--- config.mk ---
export PLATFORM = sky130hd
export DESIGN_NAME = fertigation_relay_sequencer_unit
export DESIGN_NICKNAME = d
export VERILOG_FILES = /design/src/rtl/core/frs_pkg.sv /design/src/rtl/core/frs_cfg_regs.sv /design/src/rtl/core/frs_step.sv /design/src/rtl/core/fertigation_relay_sequencer_unit.sv
export SDC_FILE = /design/constraint.sdc
export NUM_CORES = 1
export LEC_CHECK = 0
export BUFFER_PORTS_ARGS = -buffer_cell sky130_fd_sc_hd__buf_2
export CORE_ASPECT_RATIO = 0.5
export CORE_MARGIN = 5
export CORE_UTILIZATION = 45
export CTS_CLUSTER_DIAMETER = 30
export DETAILED_ROUTE_END_ITERATION = 7
export PLACE_DENSITY_LB_ADDON = 0.2
export SLEW_MARGIN = 40
export SYNTH_ARGS = -nofsm -noshare
export SYNTH_HDL_FRONTEND = slang
export SYNTH_SLANG_ARGS = --single-unit
--- constraint.sdc ---
create_clock -name clk -period 4.51 [get_ports clk]
set_input_delay 1.353 -clock clk [delete_from_list [all_inputs] [get_ports clk]]
set_output_delay 1.353 -clock clk [all_outputs]
set_load 0.02 [all_outputs]
--- src/rtl/core/frs_pkg.sv ---
// Shared types and constants for the fertigation relay sequencer.
// Holds the transaction structs, state and config records, op/phase codes.
// No dependencies.
`timescale 1ns / 1ps
`default_nettype none

package frs_pkg;

  // Field widths
  localparam int TICK_W  = 12;
  localparam int VOL_W   = 16;
  localparam int CMD_W   = 8;
  localparam int RELAY_W = 6;
  localparam int PHASE_W = 3;
  localparam int LEVEL_W = 2;
  localparam int MARK_W  = 2;
  localparam int CFG_IDX_W  = 3;
  localparam int CFG_DATA_W = 16;

  // Op codes of an input transaction
  localparam logic [1:0] OP_TICK = 2'd0;
  localparam logic [1:0] OP_SET  = 2'd1;
  localparam logic [1:0] OP_STOP = 2'd2;

  // Sequence phases
  localparam logic [PHASE_W-1:0] PH_START       = 3'd0;
  localparam logic [PHASE_W-1:0] PH_FILL_STIR   = 3'd1;
  localparam logic [PHASE_W-1:0] PH_SETTLE      = 3'd2;
  localparam logic [PHASE_W-1:0] PH_DRAIN       = 3'd3;
  localparam logic [PHASE_W-1:0] PH_REFILL      = 3'd4;
  localparam logic [PHASE_W-1:0] PH_FINAL_DRAIN = 3'd5;

  // Water level codes
  localparam logic [LEVEL_W-1:0] LVL_NORMAL = 2'd0;
  localparam logic [LEVEL_W-1:0] LVL_LOW    = 2'd1;
  localparam logic [LEVEL_W-1:0] LVL_HIGH   = 2'd2;

  // Fill/stir progress marker
  localparam logic [MARK_W-1:0] MK_NONE = 2'd0;
  localparam logic [MARK_W-1:0] MK_FILL = 2'd1;
  localparam logic [MARK_W-1:0] MK_STIR = 2'd2;

  // Relay bit positions (relay n sits at bit n-1)
  localparam int RLY_1 = 0;
  localparam int RLY_2 = 1;
  localparam int RLY_3 = 2;
  localparam int RLY_4 = 3;
  localparam int RLY_5 = 4;
  localparam int RLY_6 = 5;

  // Configuration register indexes
  localparam logic [CFG_IDX_W-1:0] CFG_STIR_TICKS   = 3'd0;
  localparam logic [CFG_IDX_W-1:0] CFG_SETTLE_TICKS = 3'd1;
  localparam logic [CFG_IDX_W-1:0] CFG_FILL_VOL     = 3'd2;
  localparam logic [CFG_IDX_W-1:0] CFG_DRAIN_VOL    = 3'd3;
  localparam logic [CFG_IDX_W-1:0] CFG_FINAL_VOL    = 3'd4;

  // Configuration reset values
  localparam logic [TICK_W-1:0] STIR_TICKS_RST   = 12'd900;
  localparam logic [TICK_W-1:0] SETTLE_TICKS_RST = 12'd1500;
  localparam logic [VOL_W-1:0]  FILL_VOL_RST     = 16'd500;
  localparam logic [VOL_W-1:0]  DRAIN_VOL_RST    = 16'd500;
  localparam logic [VOL_W-1:0]  FINAL_VOL_RST    = 16'd400;

  localparam logic [TICK_W-1:0] TICK_MAX = 12'd4095;

  typedef struct packed {
    logic [1:0]       op;
    logic [CMD_W-1:0] cmd_value;
    logic [VOL_W-1:0] flow_in_total;
    logic [VOL_W-1:0] flow_out_total;
    logic             high_pin;
    logic             low_pin;
  } frs_in_t;

  typedef struct packed {
    logic [RELAY_W-1:0] relay_bits;
    logic [PHASE_W-1:0] phase_now;
    logic [LEVEL_W-1:0] level_state;
    logic               clear_flow;
    logic [CMD_W-1:0]   command_now;
  } frs_out_t;

  typedef struct packed {
    logic [TICK_W-1:0] stir_ticks;
    logic [TICK_W-1:0] settle_ticks;
    logic [VOL_W-1:0]  fill_volume;
    logic [VOL_W-1:0]  drain_volume;
    logic [VOL_W-1:0]  final_drain_volume;
  } frs_cfg_t;

  typedef struct packed {
    logic [RELAY_W-1:0] relay;
    logic [PHASE_W-1:0] phase;
    logic [MARK_W-1:0]  marker;
    logic [TICK_W-1:0]  tick_count;
    logic [CMD_W-1:0]   command;
    logic [LEVEL_W-1:0] level;
  } frs_state_t;

  // Saturating timer increment
  function automatic logic [TICK_W-1:0] frs_tick_inc(input logic [TICK_W-1:0] cnt);
    frs_tick_inc = (cnt != TICK_MAX) ? cnt + 12'd1 : cnt;
  endfunction

endpackage

`default_nettype wire

--- src/rtl/core/frs_cfg_regs.sv ---
// Configuration register bank: stir/settle timers and the three volume limits.
// Depends on frs_pkg.
`timescale 1ns / 1ps
`default_nettype none

module frs_cfg_regs (
  input  wire                                clk,
  input  wire                                rst,
  input  wire                                cfg_we,
  input  wire  [frs_pkg::CFG_IDX_W-1:0]      cfg_index,
  input  wire  [frs_pkg::CFG_DATA_W-1:0]     cfg_data,
  output frs_pkg::frs_cfg_t                  cfg
);

  // Write decode; indexes past the list are dropped
  always_ff @(posedge clk) begin
    if (rst) begin
      cfg.stir_ticks         <= frs_pkg::STIR_TICKS_RST;
      cfg.settle_ticks       <= frs_pkg::SETTLE_TICKS_RST;
      cfg.fill_volume        <= frs_pkg::FILL_VOL_RST;
      cfg.drain_volume       <= frs_pkg::DRAIN_VOL_RST;
      cfg.final_drain_volume <= frs_pkg::FINAL_VOL_RST;
    end else if (cfg_we) begin
      case (cfg_index)
        frs_pkg::CFG_STIR_TICKS:   cfg.stir_ticks   <= cfg_data[frs_pkg::TICK_W-1:0];
        frs_pkg::CFG_SETTLE_TICKS: cfg.settle_ticks <= cfg_data[frs_pkg::TICK_W-1:0];
        frs_pkg::CFG_FILL_VOL:     cfg.fill_volume  <= cfg_data;
        frs_pkg::CFG_DRAIN_VOL:    cfg.drain_volume <= cfg_data;
        frs_pkg::CFG_FINAL_VOL:    cfg.final_drain_volume <= cfg_data;
        default: ;
      endcase
    end
  end

endmodule

`default_nettype wire

--- src/rtl/core/frs_step.sv ---
// Next-state logic for one transaction: level protection plus one sequence step.
// Purely combinational. Depends on frs_pkg.
`timescale 1ns / 1ps
`default_nettype none

module frs_step (
  input  frs_pkg::frs_state_t state,
  input  frs_pkg::frs_cfg_t   cfg,
  input  frs_pkg::frs_in_t    item,
  output frs_pkg::frs_state_t state_next,
  output frs_pkg::frs_out_t   result
);

  logic [frs_pkg::RELAY_W-1:0] r;
  logic [frs_pkg::PHASE_W-1:0] ph;
  logic [frs_pkg::MARK_W-1:0]  sm;
  logic [frs_pkg::TICK_W-1:0]  tc;
  logic [frs_pkg::CMD_W-1:0]   cmd;
  logic [frs_pkg::LEVEL_W-1:0] lvl;
  logic                        clr;
  logic                        stir_hit;
  logic                        settle_hit;

  always_comb begin
    r          = state.relay;
    ph         = state.phase;
    sm         = state.marker;
    tc         = state.tick_count;
    cmd        = state.command;
    lvl        = state.level;
    clr        = 1'b0;
    stir_hit   = 1'b0;
    settle_hit = 1'b0;

    case (item.op)
      frs_pkg::OP_TICK: begin
        // Level protection: low water wins over high water
        if (!item.low_pin) begin
          r[frs_pkg::RLY_6] = 1'b0;
          lvl = frs_pkg::LVL_LOW;
        end else if (!item.high_pin) begin
          r[frs_pkg::RLY_2] = 1'b0;
          lvl = frs_pkg::LVL_HIGH;
        end else begin
          lvl = frs_pkg::LVL_NORMAL;
        end

        // One sequence step
        case (ph)
          frs_pkg::PH_START: begin
            clr = 1'b1;
            r[frs_pkg::RLY_1] = 1'b0;
            r[frs_pkg::RLY_2] = 1'b1;
            r[frs_pkg::RLY_5] = 1'b1;
            sm = frs_pkg::MK_NONE;
            ph = frs_pkg::PH_FILL_STIR;
          end
          frs_pkg::PH_FILL_STIR: begin
            // stir timer runs only until stirring is done
            if (sm != frs_pkg::MK_STIR) begin
              stir_hit = (tc >= cfg.stir_ticks);
              tc = frs_pkg::frs_tick_inc(tc);
              if (stir_hit) begin
                r[frs_pkg::RLY_5] = 1'b0;
                if (sm == frs_pkg::MK_FILL) begin
                  ph = frs_pkg::PH_SETTLE;
                  tc = '0;
                  r[frs_pkg::RLY_4] = 1'b1;
                end
                sm = frs_pkg::MK_STIR;
              end
            end
            // fill ends on volume or high water
            if (sm != frs_pkg::MK_FILL &&
                (item.flow_in_total >= cfg.fill_volume || lvl == frs_pkg::LVL_HIGH)) begin
              clr = 1'b1;
              r[frs_pkg::RLY_2] = 1'b0;
              if (sm == frs_pkg::MK_STIR) begin
                ph = frs_pkg::PH_SETTLE;
                tc = '0;
                r[frs_pkg::RLY_4] = 1'b1;
              end
              sm = frs_pkg::MK_FILL;
            end
          end
          frs_pkg::PH_SETTLE: begin
            settle_hit = (tc >= cfg.settle_ticks);
            tc = frs_pkg::frs_tick_inc(tc);
            if (settle_hit) begin
              r[frs_pkg::RLY_6] = 1'b1;
              r[frs_pkg::RLY_3] = 1'b1;
              ph = frs_pkg::PH_DRAIN;
              tc = '0;
            end
          end
          frs_pkg::PH_DRAIN: begin
            if (item.flow_out_total >= cfg.drain_volume || lvl == frs_pkg::LVL_LOW) begin
              r[frs_pkg::RLY_2] = 1'b1;
              r[frs_pkg::RLY_6] = 1'b0;
              r[frs_pkg::RLY_3] = 1'b0;
              ph = frs_pkg::PH_REFILL;
              clr = 1'b1;
            end
          end
          frs_pkg::PH_REFILL: begin
            if (item.flow_in_total >= cfg.fill_volume || lvl == frs_pkg::LVL_HIGH) begin
              r[frs_pkg::RLY_2] = 1'b0;
              r[frs_pkg::RLY_6] = 1'b1;
              r[frs_pkg::RLY_3] = 1'b1;
              ph = frs_pkg::PH_FINAL_DRAIN;
              clr = 1'b1;
            end
          end
          frs_pkg::PH_FINAL_DRAIN: begin
            // cycle done: close relays 2 to 6
            if (item.flow_out_total >= cfg.final_drain_volume ||
                lvl == frs_pkg::LVL_LOW) begin
              cmd = '0;
              r[frs_pkg::RELAY_W-1:frs_pkg::RLY_2] = '0;
              ph = frs_pkg::PH_START;
              clr = 1'b1;
            end
          end
          default: ;
        endcase
      end
      frs_pkg::OP_SET: begin
        // a new command restarts the sequence
        if (cmd != item.cmd_value) begin
          ph = frs_pkg::PH_START;
        end
        cmd = item.cmd_value;
      end
      frs_pkg::OP_STOP: begin
        cmd = '0;
        r[frs_pkg::RELAY_W-1:frs_pkg::RLY_2] = '0;
        ph = frs_pkg::PH_START;
        clr = 1'b1;
      end
      default: ;
    endcase
  end

  assign state_next.relay      = r;
  assign state_next.phase      = ph;
  assign state_next.marker     = sm;
  assign state_next.tick_count = tc;
  assign state_next.command    = cmd;
  assign state_next.level      = lvl;

  assign result.relay_bits  = r;
  assign result.phase_now   = ph;
  assign result.level_state = lvl;
  assign result.clear_flow  = clr;
  assign result.command_now = cmd;

endmodule

`default_nettype wire

--- src/rtl/core/fertigation_relay_sequencer_unit.sv ---
// Top level of the fertigation relay sequencer: input register, step logic,
// sequencer state and result register. Depends on frs_pkg, frs_cfg_regs, frs_step.
`timescale 1ns / 1ps
`default_nettype none

// Takes one transaction per clock while no result stalls and returns exactly
// one result for each, in order. The input register loads at the accepting
// edge; once the result register is free or being drained, the step logic
// feeds it, and the sequencer state is updated at the same edge. Throughput
// is one transaction per cycle while out_ready stays high; a stalled result
// holds in the result register and the input register keeps one more
// transaction behind it. Configuration writes take effect on the next clock;
// the user must keep them to idle periods, as the block does not enforce it.
module fertigation_relay_sequencer_unit (
  input  wire                             clk,
  input  wire                             rst,
  input  wire                             in_valid,
  output logic                            in_ready,
  input  frs_pkg::frs_in_t                in_data,
  output logic                            out_valid,
  input  wire                             out_ready,
  output frs_pkg::frs_out_t               out_data,
  input  wire                             cfg_we,
  input  wire  [frs_pkg::CFG_IDX_W-1:0]   cfg_index,
  input  wire  [frs_pkg::CFG_DATA_W-1:0]  cfg_data
);

  frs_pkg::frs_cfg_t   cfg;
  frs_pkg::frs_state_t state;
  frs_pkg::frs_state_t state_next;
  frs_pkg::frs_out_t   result;
  frs_pkg::frs_in_t    s1_data;
  logic                s1_valid;
  logic                s1_fire;

  frs_cfg_regs u_cfg (
    .clk       (clk),
    .rst       (rst),
    .cfg_we    (cfg_we),
    .cfg_index (cfg_index),
    .cfg_data  (cfg_data),
    .cfg       (cfg)
  );

  frs_step u_step (
    .state      (state),
    .cfg        (cfg),
    .item       (s1_data),
    .state_next (state_next),
    .result     (result)
  );

  // Stage advance: result register free or being drained
  assign s1_fire  = s1_valid && (!out_valid || out_ready);
  assign in_ready = !s1_valid || s1_fire;

  // Input register
  always_ff @(posedge clk) begin
    if (rst) begin
      s1_valid <= 1'b0;
    end else if (in_valid && in_ready) begin
      s1_valid <= 1'b1;
    end else if (s1_fire) begin
      s1_valid <= 1'b0;
    end
  end

  always_ff @(posedge clk) begin
    if (in_valid && in_ready) begin
      s1_data <= in_data;
    end
  end

  // Sequencer state
  always_ff @(posedge clk) begin
    if (rst) begin
      state.relay      <= '0;
      state.phase      <= frs_pkg::PH_START;
      state.marker     <= frs_pkg::MK_NONE;
      state.tick_count <= '0;
      state.command    <= '0;
      state.level      <= frs_pkg::LVL_NORMAL;
    end else if (s1_fire) begin
      state <= state_next;
    end
  end

  // Result register
  always_ff @(posedge clk) begin
    if (rst) begin
      out_valid <= 1'b0;
    end else if (s1_fire) begin
      out_valid <= 1'b1;
    end else if (out_ready) begin
      out_valid <= 1'b0;
    end
  end

  always_ff @(posedge clk) begin
    if (s1_fire) begin
      out_data <= result;
    end
  end

  // Reported phase matches the stored phase after each step
  a_phase_mirror: assert property (@(posedge clk) disable iff (rst)
    s1_fire |=> out_data.phase_now == state.phase)
    else $error("result phase differs from stored phase");

  // Drain, refill and final drain follow settle in turn; settle zeroes the timer
  a_timer_idle: assert property (@(posedge clk) disable iff (rst)
    (state.phase == frs_pkg::PH_DRAIN || state.phase == frs_pkg::PH_REFILL ||
     state.phase == frs_pkg::PH_FINAL_DRAIN) |-> state.tick_count == '0)
    else $error("timer running outside fill and settle phases");

  // A stop closes relays 2 to 6, clears the command, requests a flow clear and returns to start
  a_stop_closes: assert property (@(posedge clk) disable iff (rst)
    (s1_fire && s1_data.op == frs_pkg::OP_STOP) |=>
      (out_data.relay_bits[frs_pkg::RELAY_W-1:frs_pkg::RLY_2] == '0 &&
       out_data.command_now == '0 && out_data.clear_flow &&
       out_data.phase_now == frs_pkg::PH_START))
    else $error("stop did not close the sequence");

endmodule

`default_nettype wire
==> flow_summary.ini, run 1 <==
[placed_design]
place.gp.congestion = 0.853
postPlaceCellArea_mm2 = 0.00929
port-buffer-count = 89
pre_cts_slack_ps = 952
placed_cells_incl_taps = 1257
place.detailed.hpwl_um = 14700

[floorplanning]
die_height_um = 108
dieArea_mm2 = 0.0222
initial_utilization_pct = 46.4
row_count = 35
die-width_um = 206
coreArea_mm2 = 0.0186
io-pin-count = 90

[synthesis]
proportion_of_synthesized_flip_flops_having_asynchronous_set_or_reset_pct = 0
yosys.area_share.simple_pct = 16.3
yosys_warnings = 0
synth_area_leaders = sky130_fd_sc_hd__dfxtp_1 (25%), sky130_fd_sc_hd__edfxtp_1 (22%), sky130_fd_sc_hd__ha_1 (11%), sky130_fd_sc_hd__nand2_1 (7.5%), sky130_fd_sc_hd__a21oi_1 (5.4%)
seq_area_frac_synth_pct = 47.1
dominantRegCellSynth = sky130_fd_sc_hd__dfxtp_1
synth.net_count = 1082
synthMostInstantiatedCell = sky130_fd_sc_hd__nand2_1
synth-xor-area-share_pct = 1.01
synth.cell_area_mm2 = 0.00863
yosys.area.top_type = sky130_fd_sc_hd__dfxtp_1
syn_inst = 941
yosys.area_share.adder_pct = 10.6
number_of_flops_mapped_to_enable_cells_by_yosys = 64
synth_compound_gate_area_share_pct = 18.9
yosysUniqueCellTypes = 76
synth_top_family_by_area = compound AO/OA/AOI/OAI gates
synth.top_cells.by_count = sky130_fd_sc_hd__nand2_1 (173), sky130_fd_sc_hd__dfxtp_1 (107), sky130_fd_sc_hd__a21oi_1 (93)
yosys_register_bits = 171
synth.mux.area_fraction_pct = 0.580
synth.avg_cell_area_um2 = 9.17
synth_top_area_share_pct = 24.8

[final_layout]
layoutNonFillerInstCount = 1290
final_core_utilization_pct = 53.1
finalInstanceArea_mm2 = 0.00989
area_growth_syn_to_layout_pct = 14.6
num-nets-final = 1158
fillers = 1727
layout_cells_sized_above_1_pct = 14.3

[clocking]
tritoncts = built
clk_latency_ps = 440
postCtsSetupRepairBufs = 0
clock_sinks = 171
cts_root_buf = sky130_fd_sc_hd__clkbuf_16
cts.htree.levels = 4
ctsResizeCount = 0
cts_buffers = 17
hold_buffers = 0
cts.clk_slew.worst_paths_ps = 70
ctsLongestPathBuffers = 2

[global_route]
grt_first_pass_wirelength_um = 33600
pin_count_of_the_biggest_net_entering_global_routing = 50
number_of_global_route_vias_before_repair = 6574
antenna_found_initial = 2
track_usage_pct = 19.1
global_route.overflow_total = 0

[setup_path]
cp_slowest_cell = sky130_fd_sc_hd__nor2b_1
worstPathBufferInverterCount = 2
crit_path_end_kind = output port
critical-path-top-cell-by-count = sky130_fd_sc_hd__buf_2
required_ps = 3160
critPathMaxFanout = 4
timing.critical_path.max_delay_family = simple AND/OR/NAND/NOR gates
critical_path_arrival_ps = 1930
setup.worst_path.start_class = input pin
timing.critical_path.slowest_cell_delay_ps = 210
worstSetupPathType = in -> out
cp_cell_sequence = buf_2 > nor2b_1 > nand2_1 > buf_2

[power]
power_per_cell_area_mw_per_mm2 = 349
power.leakage_nw = 3.99
post-layout-total-power_mw = 3.45
vdd.ir_drop.worst_v = 0.000268

[min_path]
worstHoldPathType = reg -> reg

[drt]
via_count = 6945
route.antenna.remaining_nets = 0
drt_wirelength_um = 21100
drt-vias-per-instance = 5.38
remaining_drcs = 0
initialDrtViolationCount = 465
wl_per_cell_um = 16.3
first_pass_iteration_count_of_the_detailed_router = 5

[sta]
hold_violations = 0
slew_limit_fails = 0
holdWs_ps = 436
slew_of_the_pin_with_the_lowest_slew_margin_ps = 795
min_period_ps = 3290
timing.max_slew.rel_slack_pct = 46.9
worst_clock_skew_ps = 12.2
timing.final.ws_setup_ps = 1220
period_share_pct = 72.9
grt_setup_unrepaired = false
max_freq_mhz = 304
setup_violations = 0
fin_setup_tns_ps = 0

[job]
max_cap_violation_count = 0

[outcome]
outcome = finished, final reports clean
state kept, by name, summed over array words and instances (netlist names):
name / cells
out_data: 20
out_valid: 1
s1_data: 44
s1_valid: 1
state: 33
u_cfg.cfg: 72
worst min-delay path, delay by kind of cell (launching register included):
family,cells,cell delay [ps]
flops,1,310
simple gates,1,50
compound gates,1,30
layer usage:
| layer | up-vias | wire length (um) | global-route usage, % |
|---|---|---|---|
| met3 | 27 | 1210 | 3.94 |
| met1 | 3220 | 10100 | 26.4 |
| li1 | 3499 | - | - |
| met4 | 2 | 341 | 6.40 |
| met2 | 197 | 9390 | 30.2 |
| met5 | - | 13 | 0 |
layout by cell type, fill, tap and decap left out, types with 27 or more instances in the layout:
cell type	n
sky130_fd_sc_hd__buf_2	89
sky130_fd_sc_hd__o211ai_1	27
sky130_fd_sc_hd__dfxtp_1	107
sky130_fd_sc_hd__nor2_1	33
sky130_fd_sc_hd__edfxtp_1	64
sky130_fd_sc_hd__ha_1	73
sky130_fd_sc_hd__a21oi_1	93
sky130_fd_sc_hd__nand2_1	173
sky130_fd_sc_hd__nand3_1	31
sky130_fd_sc_hd__o21ai_0	36
sky130_fd_sc_hd__inv_1	86
area by class of cell:
| type | instances | area, um2 | share of cell area, % |
|---|---|---|---|
| multi-input combinational | 646 | 4100 | 41.4 |
| sequential | 171 | 4060 | 41.1 |
| timing repair buffer | 94 | 483 | 4.88 |
| clock buffer | 18 | 429 | 4.34 |
| inverter | 87 | 327 | 3.30 |
| tap | 259 | 324 | 3.28 |
| clock inverter | 14 | 165 | 1.67 |
| antenna | 1 | 2.50 | 0.0253 |
cell families after synthesis:
| family | count (synthesis) |
|---|---|
| buffers and inverters | 124 |
| AND/OR/NAND/NOR | 308 |
| AO/OA/AOI/OAI | 250 |
| XOR/XNOR | 10 |
| multiplexers | 5 |
| adder cells (fa/ha/maj) | 73 |
| flip-flops | 171 |
power breakdown:
| part | switching, mW | total [mW] | internal, mW |
|---|---|---|---|
| clock network | 0.648 | 1.48 | 0.828 |
| logic | 0.176 | 0.279 | 0.103 |
| registers | 0.0332 | 1.69 | 1.66 |
path summary, 6_finish.rpt:
check	from	endpoint	slack [ps]	cells after the start
setup / recovery	out_ready	in_ready	1220	4
hold / removal	state[27]$_SDFFE_PP0P_	state[27]$_SDFFE_PP0P_	440	2
setup reg to reg	state[15]$_SDFFE_PP0P_	state[14]$_SDFFE_PP0P_	1430	9
hold reg to reg	state[27]$_SDFFE_PP0P_	state[27]$_SDFFE_PP0P_	440	2
Note: power is estimated with default switching activity, not from simulation.
==> run 2: changes to the inputs <==
clock period = 3.25 ns   (was 4.51 ns; I/O delays follow)
==> run 2 against run 1 <==
Against the previous run: highest routed layer unchanged; sequential power increased by 39%; largest power group unchanged; count of clock-buffer cells in the layout unchanged; critical path type is now reg -> reg; worst setup slack got worse by 980 ps; largest cell class unchanged.
==> flow_summary.ini, run 2 (synthesis results as in run 1) <==
[setup_path]
crit_path_end_kind = flip-flop
critical_path_arrival_ps = 3190
worstReg2RegEnd = out_data[11]$_DFFE_PP_
reg2reg_from = s1_data[18]$_DFFE_PP_
worst-r2r-cell-count = 10
cp_slowest_cell = sky130_fd_sc_hd__a2111o_1
required_ps = 3430
critPathMaxFanout = 8
timing.critical_path.slowest_cell_delay_ps = 480
worstSetupPathType = reg -> reg
ff2ff_setup_slack_ps = 250
cp_cell_sequence = inv_1 > ha_1 > nand2b_4 > a2111oi_4 > o21ai_2 > a2111o_1 > nand2_1 > o32ai_1 > a211oi_1 > o21ai_0
setup.worst_path.start_class = flip-flop

[global_route]
pin_count_of_the_biggest_net_entering_global_routing = 45
grt_first_pass_wirelength_um = 33700
track_usage_pct = 19.4
number_of_global_route_vias_before_repair = 6601
antenna_found_initial = 2
global_route.overflow_total = 0

[clocking]
clock_sinks = 171
ctsResizeCount = 0
cts.clk_slew.worst_paths_ps = 70
cts_root_buf = sky130_fd_sc_hd__clkbuf_16
hold_buffers = 0
tritoncts = built
clk_latency_ps = 450
postCtsSetupRepairBufs = 0
ctsLongestPathBuffers = 2
cts_buffers = 17
cts.htree.levels = 4

[final_layout]
layout_common_cells = sky130_fd_sc_hd__nand2_1 (173), sky130_fd_sc_hd__dfxtp_1 (107), sky130_fd_sc_hd__a21oi_1 (93)
layoutNonFillerInstCount = 1301
area_growth_syn_to_layout_pct = 15.4
biggestRegsByFlops = u_cfg.cfg (72), s1_data (44), state (33)
layout_cells_sized_above_1_pct = 15.2
final_core_utilization_pct = 53.5
finalInstanceArea_mm2 = 0.00996
layout.cells.most_common = sky130_fd_sc_hd__nand2_1
number_of_flip_flops_in_the_largest_register = 72
num-nets-final = 1169
regMostFlops = u_cfg.cfg

[floorplanning]
die-width_um = 206
row_count = 35
dieArea_mm2 = 0.0222
die_height_um = 108
coreArea_mm2 = 0.0186
io-pin-count = 90
initial_utilization_pct = 46.4

[sta]
slew_limit_fails = 0
worst_clock_skew_ps = 9.45
setup_violations = 0
slew_of_the_pin_with_the_lowest_slew_margin_ps = 777
grt_setup_unrepaired = false
hold_violations = 0
fin_setup_tns_ps = 0
period_share_pct = 92.4
min_period_ps = 3000
timing.max_slew.rel_slack_pct = 48.2
max_freq_mhz = 333

[power]
design_internal_power_mw = 3.54
vdd.ir_drop.worst_v = 0.000320
clkPwrFrac_pct = 42.6
power.combinational.fraction_pct = 8.3
power_per_cell_area_mw_per_mm2 = 480
power.share.switching_pct = 25.9
power.net_switching_mw = 1.24
power.sequential.fraction_pct = 49.2
power.leakage_nw = 4.04

[drt]
first_pass_iteration_count_of_the_detailed_router = 6
via_count = 7065
wl_per_cell_um = 16.2
remaining_drcs = 0
initialDrtViolationCount = 571
route.antenna.remaining_nets = 0
drt-vias-per-instance = 5.43
drt_wirelength_um = 21100

[min_path]
min-delay-start = state[27]$_SDFFE_PP0P_
timing.hold.worst_endpoint = state[27]$_SDFFE_PP0P_
worstHoldPathType = reg -> reg
hold_depth = 2

[placed_design]
place.detailed.hpwl_um = 15000
port-buffer-count = 89
place.gp.congestion = 0.915
placed_cells_incl_taps = 1268
postPlaceCellArea_mm2 = 0.00937

[outcome]
outcome = finished, final reports clean

[job]
max_cap_violation_count = 0
## run 2: through the flow
stage / setup slack, ps / power, mW / hold WS, ps
floorplan: 441 / 2.63 / 408
global placement: 364 / 2.78 / 418
detailed placement: 308 / 2.79 / 425
CTS: 286 / 4.82 / 435
global route: 79.3 / 4.97 / 454
finish: 247 / 4.78 / 434
## run 2: worst max-delay path: cells and delay by family, from the launching register on
| kind | cells | cell delay [ps] |
|---|---|---|
| DFF | 1 | 390 |
| adders and majority gates | 1 | 210 |
| AOI/OAI and AO/OA | 6 | 1660 |
| and+or+nand+nor | 2 | 390 |
| buffers and inverters | 1 | 70 |
## run 2: layer usage
layer,GRT usage [%],vias to the layer above,routed length (um)
li1,-,3532,-
met1,26.3,3293,10000
met2,30.5,212,9420
met3,4.58,26,1350
met4,6.78,2,317
met5,0,-,7
## run 2: power groups by stage
stage	sequential (mW)	clock (mW)	combinational (mW)
final	2.35	2.03	0.395
after global placement	2.39	0	0.382
after global routing	2.36	2.17	0.444
after CTS	2.35	2.08	0.395
after floorplan	2.40	0	0.234
after detailed placement	2.40	0	0.392
## run 2: worst max path at each step
stage	startpoint	end	slack (ps)
6_report	s1_data[18]$_DFFE_PP_	out_data[11]$_DFFE_PP_	250
5_1_grt	s1_data[18]$_DFFE_PP_	out_data[11]$_DFFE_PP_	80
4_1_cts	s1_data[18]$_DFFE_PP_	out_data[11]$_DFFE_PP_	290
3_5_place_dp	s1_data[18]$_DFFE_PP_	out_data[11]$_DFFE_PP_	310
3_3_place_gp	s1_data[11]$_DFFE_PP_	state[9]$_SDFFE_PP0P_	360
2_1_floorplan	out_ready	state[25]$_SDFFE_PP0P_	440
## run 2: cell type report
class | count | area [um2]
fillers | 1694 | 8650
multi-input cells | 646 | 4090
flip-flops and latches | 171 | 4060
repair buffers | 105 | 566
clock buffers | 18 | 429
inverters | 87 | 327
well taps | 259 | 324
clock inverters | 14 | 151
diodes | 1 | 2.50
==> run 3: changes to the inputs <==
--- a/config.mk
+++ b/config.mk
@@ -13,6 +13,8 @@
 export DETAILED_ROUTE_END_ITERATION = 7
 export PLACE_DENSITY_LB_ADDON = 0.2
+export RECOVER_POWER = 100
 export SLEW_MARGIN = 40
 export SYNTH_ARGS = -nofsm -noshare
 export SYNTH_HDL_FRONTEND = slang
+export SYNTH_HIERARCHICAL = 1
 export SYNTH_SLANG_ARGS = --single-unit
==> constraint.sdc (replaced) <==
create_clock -name clk -period 3.25 [get_ports clk]
set_input_delay 0.975 -clock clk [delete_from_list [all_inputs] [get_ports clk]]
set_output_delay 0.975 -clock clk [all_outputs]
set_load 0.005 [all_outputs]
==> run 3 against run 2 <==
Against the previous run: the flow now finishes with violations (capacitance limit, slew limit); routed wire length rose by 4.9%; core utilization fell by 2.8 points; combinational power rose by 8.1%; sequential power barely moved; critical endpoint is now state[2]$_SDFFE_PP0P_.
==> flow_summary.ini, run 3 <==
[outcome]
outcome = complete, but fails checks
failed_checks = capacitance limit, slew limit

[sta]
timing.final.ws_setup_ps = 233
worst_clock_skew_ps = 10.7
fin_setup_tns_ps = 0
grt_setup_unrepaired = false
slew_of_the_pin_with_the_lowest_slew_margin_ps = 1960
setup_violations = 0
hold_violations = 0
period_share_pct = 92.8
timing.max_slew.rel_slack_pct = -30.3
max_freq_mhz = 331
min_period_ps = 3020
slew_limit_fails = 63

[clocking]
cts.htree.levels = 4
cts.clk_slew.worst_paths_ps = 60
clk_latency_ps = 450
hold_buffers = 0
cts_root_buf = sky130_fd_sc_hd__clkbuf_16
clock_sinks = 171
ctsResizeCount = 0
postCtsSetupRepairBufs = 0
tritoncts = built
ctsLongestPathBuffers = 2
cts_buffers = 17

[setup_path]
setup.worst_path.start_class = flip-flop
worstSetupPathType = reg -> reg
required_ps = 3620
crit_path_end_kind = flip-flop
crit_cells = 10
timing.critical_path.slowest_cell_delay_ps = 460
worst-r2r-cell-count = 10
worstPathBufferInverterCount = 0
timing.critical_path.max_delay_family = compound AO/OA/AOI/OAI gates
cp_cell_sequence = ha_1 > a211oi_1 > o21ai_0 > a211o_1 > a21oi_1 > nor2_1 > a21oi_2 > a22o_1 > nand2b_1 > mux2i_1
critical_path_arrival_ps = 3390
cp_slowest_cell = sky130_fd_sc_hd__a21oi_2
critPathMaxFanout = 8

[synthesis]
synth.top_cells.by_count = sky130_fd_sc_hd__nand2b_1 (134), sky130_fd_sc_hd__dfxtp_1 (107), sky130_fd_sc_hd__mux2i_1 (106)
proportion_of_synthesized_flip_flops_having_asynchronous_set_or_reset_pct = 0
dominantRegCellSynth = sky130_fd_sc_hd__dfxtp_1
yosys_register_bits = 171
synth.cell_area_mm2 = 0.00975
synth.avg_cell_area_um2 = 9.90
number_of_flops_mapped_to_enable_cells_by_yosys = 64
synth_area_leaders = sky130_fd_sc_hd__dfxtp_1 (22%), sky130_fd_sc_hd__edfxtp_1 (20%), sky130_fd_sc_hd__mux2i_1 (11%), sky130_fd_sc_hd__ha_1 (9.4%), sky130_fd_sc_hd__nand2b_1 (8.6%)
synth_top_area_share_pct = 22.0
yosys_warnings = 6
seq_area_frac_synth_pct = 41.7
synthMostInstantiatedCell = sky130_fd_sc_hd__nand2b_1
synth.net_count = 1126
yosys.area.top_type = sky130_fd_sc_hd__dfxtp_1
yosysUniqueCellTypes = 76
syn_inst = 985

[global_route]
grt_first_pass_wirelength_um = 35600
number_of_global_route_vias_before_repair = 6920
track_usage_pct = 18.0
pin_count_of_the_biggest_net_entering_global_routing = 48
antenna_found_initial = 0
global_route.overflow_total = 0

[final_layout]
biggestRegsByFlops = u_cfg/cfg (72), s1_data (44), state (33)
num-nets-final = 1191
layoutNonFillerInstCount = 1363
layout_cells_sized_above_1_pct = 14.6
number_of_flip_flops_in_the_largest_register = 72
layout_common_cells = sky130_fd_sc_hd__nand2b_1 (134), sky130_fd_sc_hd__dfxtp_1 (107), sky130_fd_sc_hd__mux2i_1 (106)
layout.cells.most_common = sky130_fd_sc_hd__nand2b_1
regMostFlops = u_cfg/cfg
area_growth_syn_to_layout_pct = 11.7
count_of_inserted_antenna_diode_cells = 0

[placed_design]
port-buffer-count = 89
pre_cts_slack_ps = 357
place.gp.congestion = 0.860
place.detailed.hpwl_um = 16000
placed_cells_incl_taps = 1331

[power]
power_per_cell_area_mw_per_mm2 = 441
vdd.ir_drop.worst_v = 0.000315
post-layout-total-power_mw = 4.80
power.leakage_nw = 4.54

[min_path]
hold_depth = 2
worstHoldPathType = reg -> reg

[floorplanning]
coreArea_mm2 = 0.0215
initial_utilization_pct = 45.4
dieArea_mm2 = 0.0249
die-width_um = 218
io-pin-count = 90
row_count = 38
die_height_um = 114

[drt]
route.antenna.remaining_nets = 0
drt_wirelength_um = 22100
first_pass_iteration_count_of_the_detailed_router = 5
initialDrtViolationCount = 553
via_count = 7081
remaining_drcs = 0
drt-vias-per-instance = 5.20
wl_per_cell_um = 16.2

[job]
max_cap_violation_count = 2
==> run 3: changes by cell type in the layout (fill, tap and decap cells not counted), moves of 16 or more <==
cell	delta
sky130_fd_sc_hd__nor2_1	+36
sky130_fd_sc_hd__a21oi_1	-65
sky130_fd_sc_hd__nand2b_1	+126
sky130_fd_sc_hd__nand2_1	-128
sky130_fd_sc_hd__mux2i_1	+101
sky130_fd_sc_hd__o211ai_1	-21
sky130_fd_sc_hd__nand3_1	-16
==> run 3: cells by family after synthesis <==
| group | after synthesis | share of synthesized area, % |
|---|---|---|
| buffers and inverters | 144 | 7.15 |
| multiplexers | 114 | 11.8 |
| XOR/XNOR | 9 | 0.809 |
| flip-flops | 171 | 41.7 |
| adder cells (fa/ha/maj) | 73 | 9.37 |
| AO/OA/AOI/OAI | 145 | 10.3 |
| AND/OR/NAND/NOR | 329 | 18.9 |
==> run 3: through the flow <==
stage / hold WS (ps) / area (um2) / utilization, %
2_1_floorplan: 445 / 9750 / -
3_3_place_gp: 459 / 10400 / 48.2
3_5_place_dp: 463 / 10400 / 48.2
4_1_cts: 479 / 10900 / 50.9
5_1_grt: 500 / 10900 / 50.7
6_report: 476 / 10900 / 50.7
==> run 3: layout make-up <==
| cell class | count | area [um2] |
|---|---|---|
| Inverter | 82 | 308 |
| Sequential cell | 171 | 4060 |
| Fill cell | 2048 | 10600 |
| Clock buffer | 17 | 425 |
| Clock inverter | 15 | 149 |
| Multi-Input combinational cell | 670 | 5000 |
| Timing Repair Buffer | 108 | 576 |
| Tap cell | 300 | 375 |
==> run 3: metal layers <==
metal / global-route usage, % / part of all wire, % / up-vias
met2: 28.3 / 45 / 147
met4: 5.85 / 1.5 / 0
li1: - / - / 3565
met5: 0 / 0 / -
met3: 3.83 / 3.9 / 31
met1: 25.1 / 49 / 3338
==> run 3: worst min-delay path, stage by stage, from the launching register on <==
cell and delay, ps:
sky130_fd_sc_hd__dfxtp_1 310, sky130_fd_sc_hd__nand2b_1 60, sky130_fd_sc_hd__mux2i_1 60
==> run 3: report_power, final <==
part / internal [mW] / switching (mW) / leakage [nW]
logic: 0.187 / 0.240 / 2.76
registers: 2.30 / 0.0411 / 1.49
clock network: 1.08 / 0.951 / 0.290
total: 3.57 / 1.23 / 4.54
==> run 3: worst paths after layout <==
kind	startpoint	end	slack [ps]
max	s1_data[15]$_DFFE_PP_	state[2]$_SDFFE_PP0P_	230
min	u_cfg/cfg[12]$_SDFFE_PP0P_	u_cfg/cfg[12]$_SDFFE_PP0P_	480
max reg2reg	s1_data[15]$_DFFE_PP_	state[2]$_SDFFE_PP0P_	230
min reg2reg	u_cfg/cfg[12]$_SDFFE_PP0P_	u_cfg/cfg[12]$_SDFFE_PP0P_	480
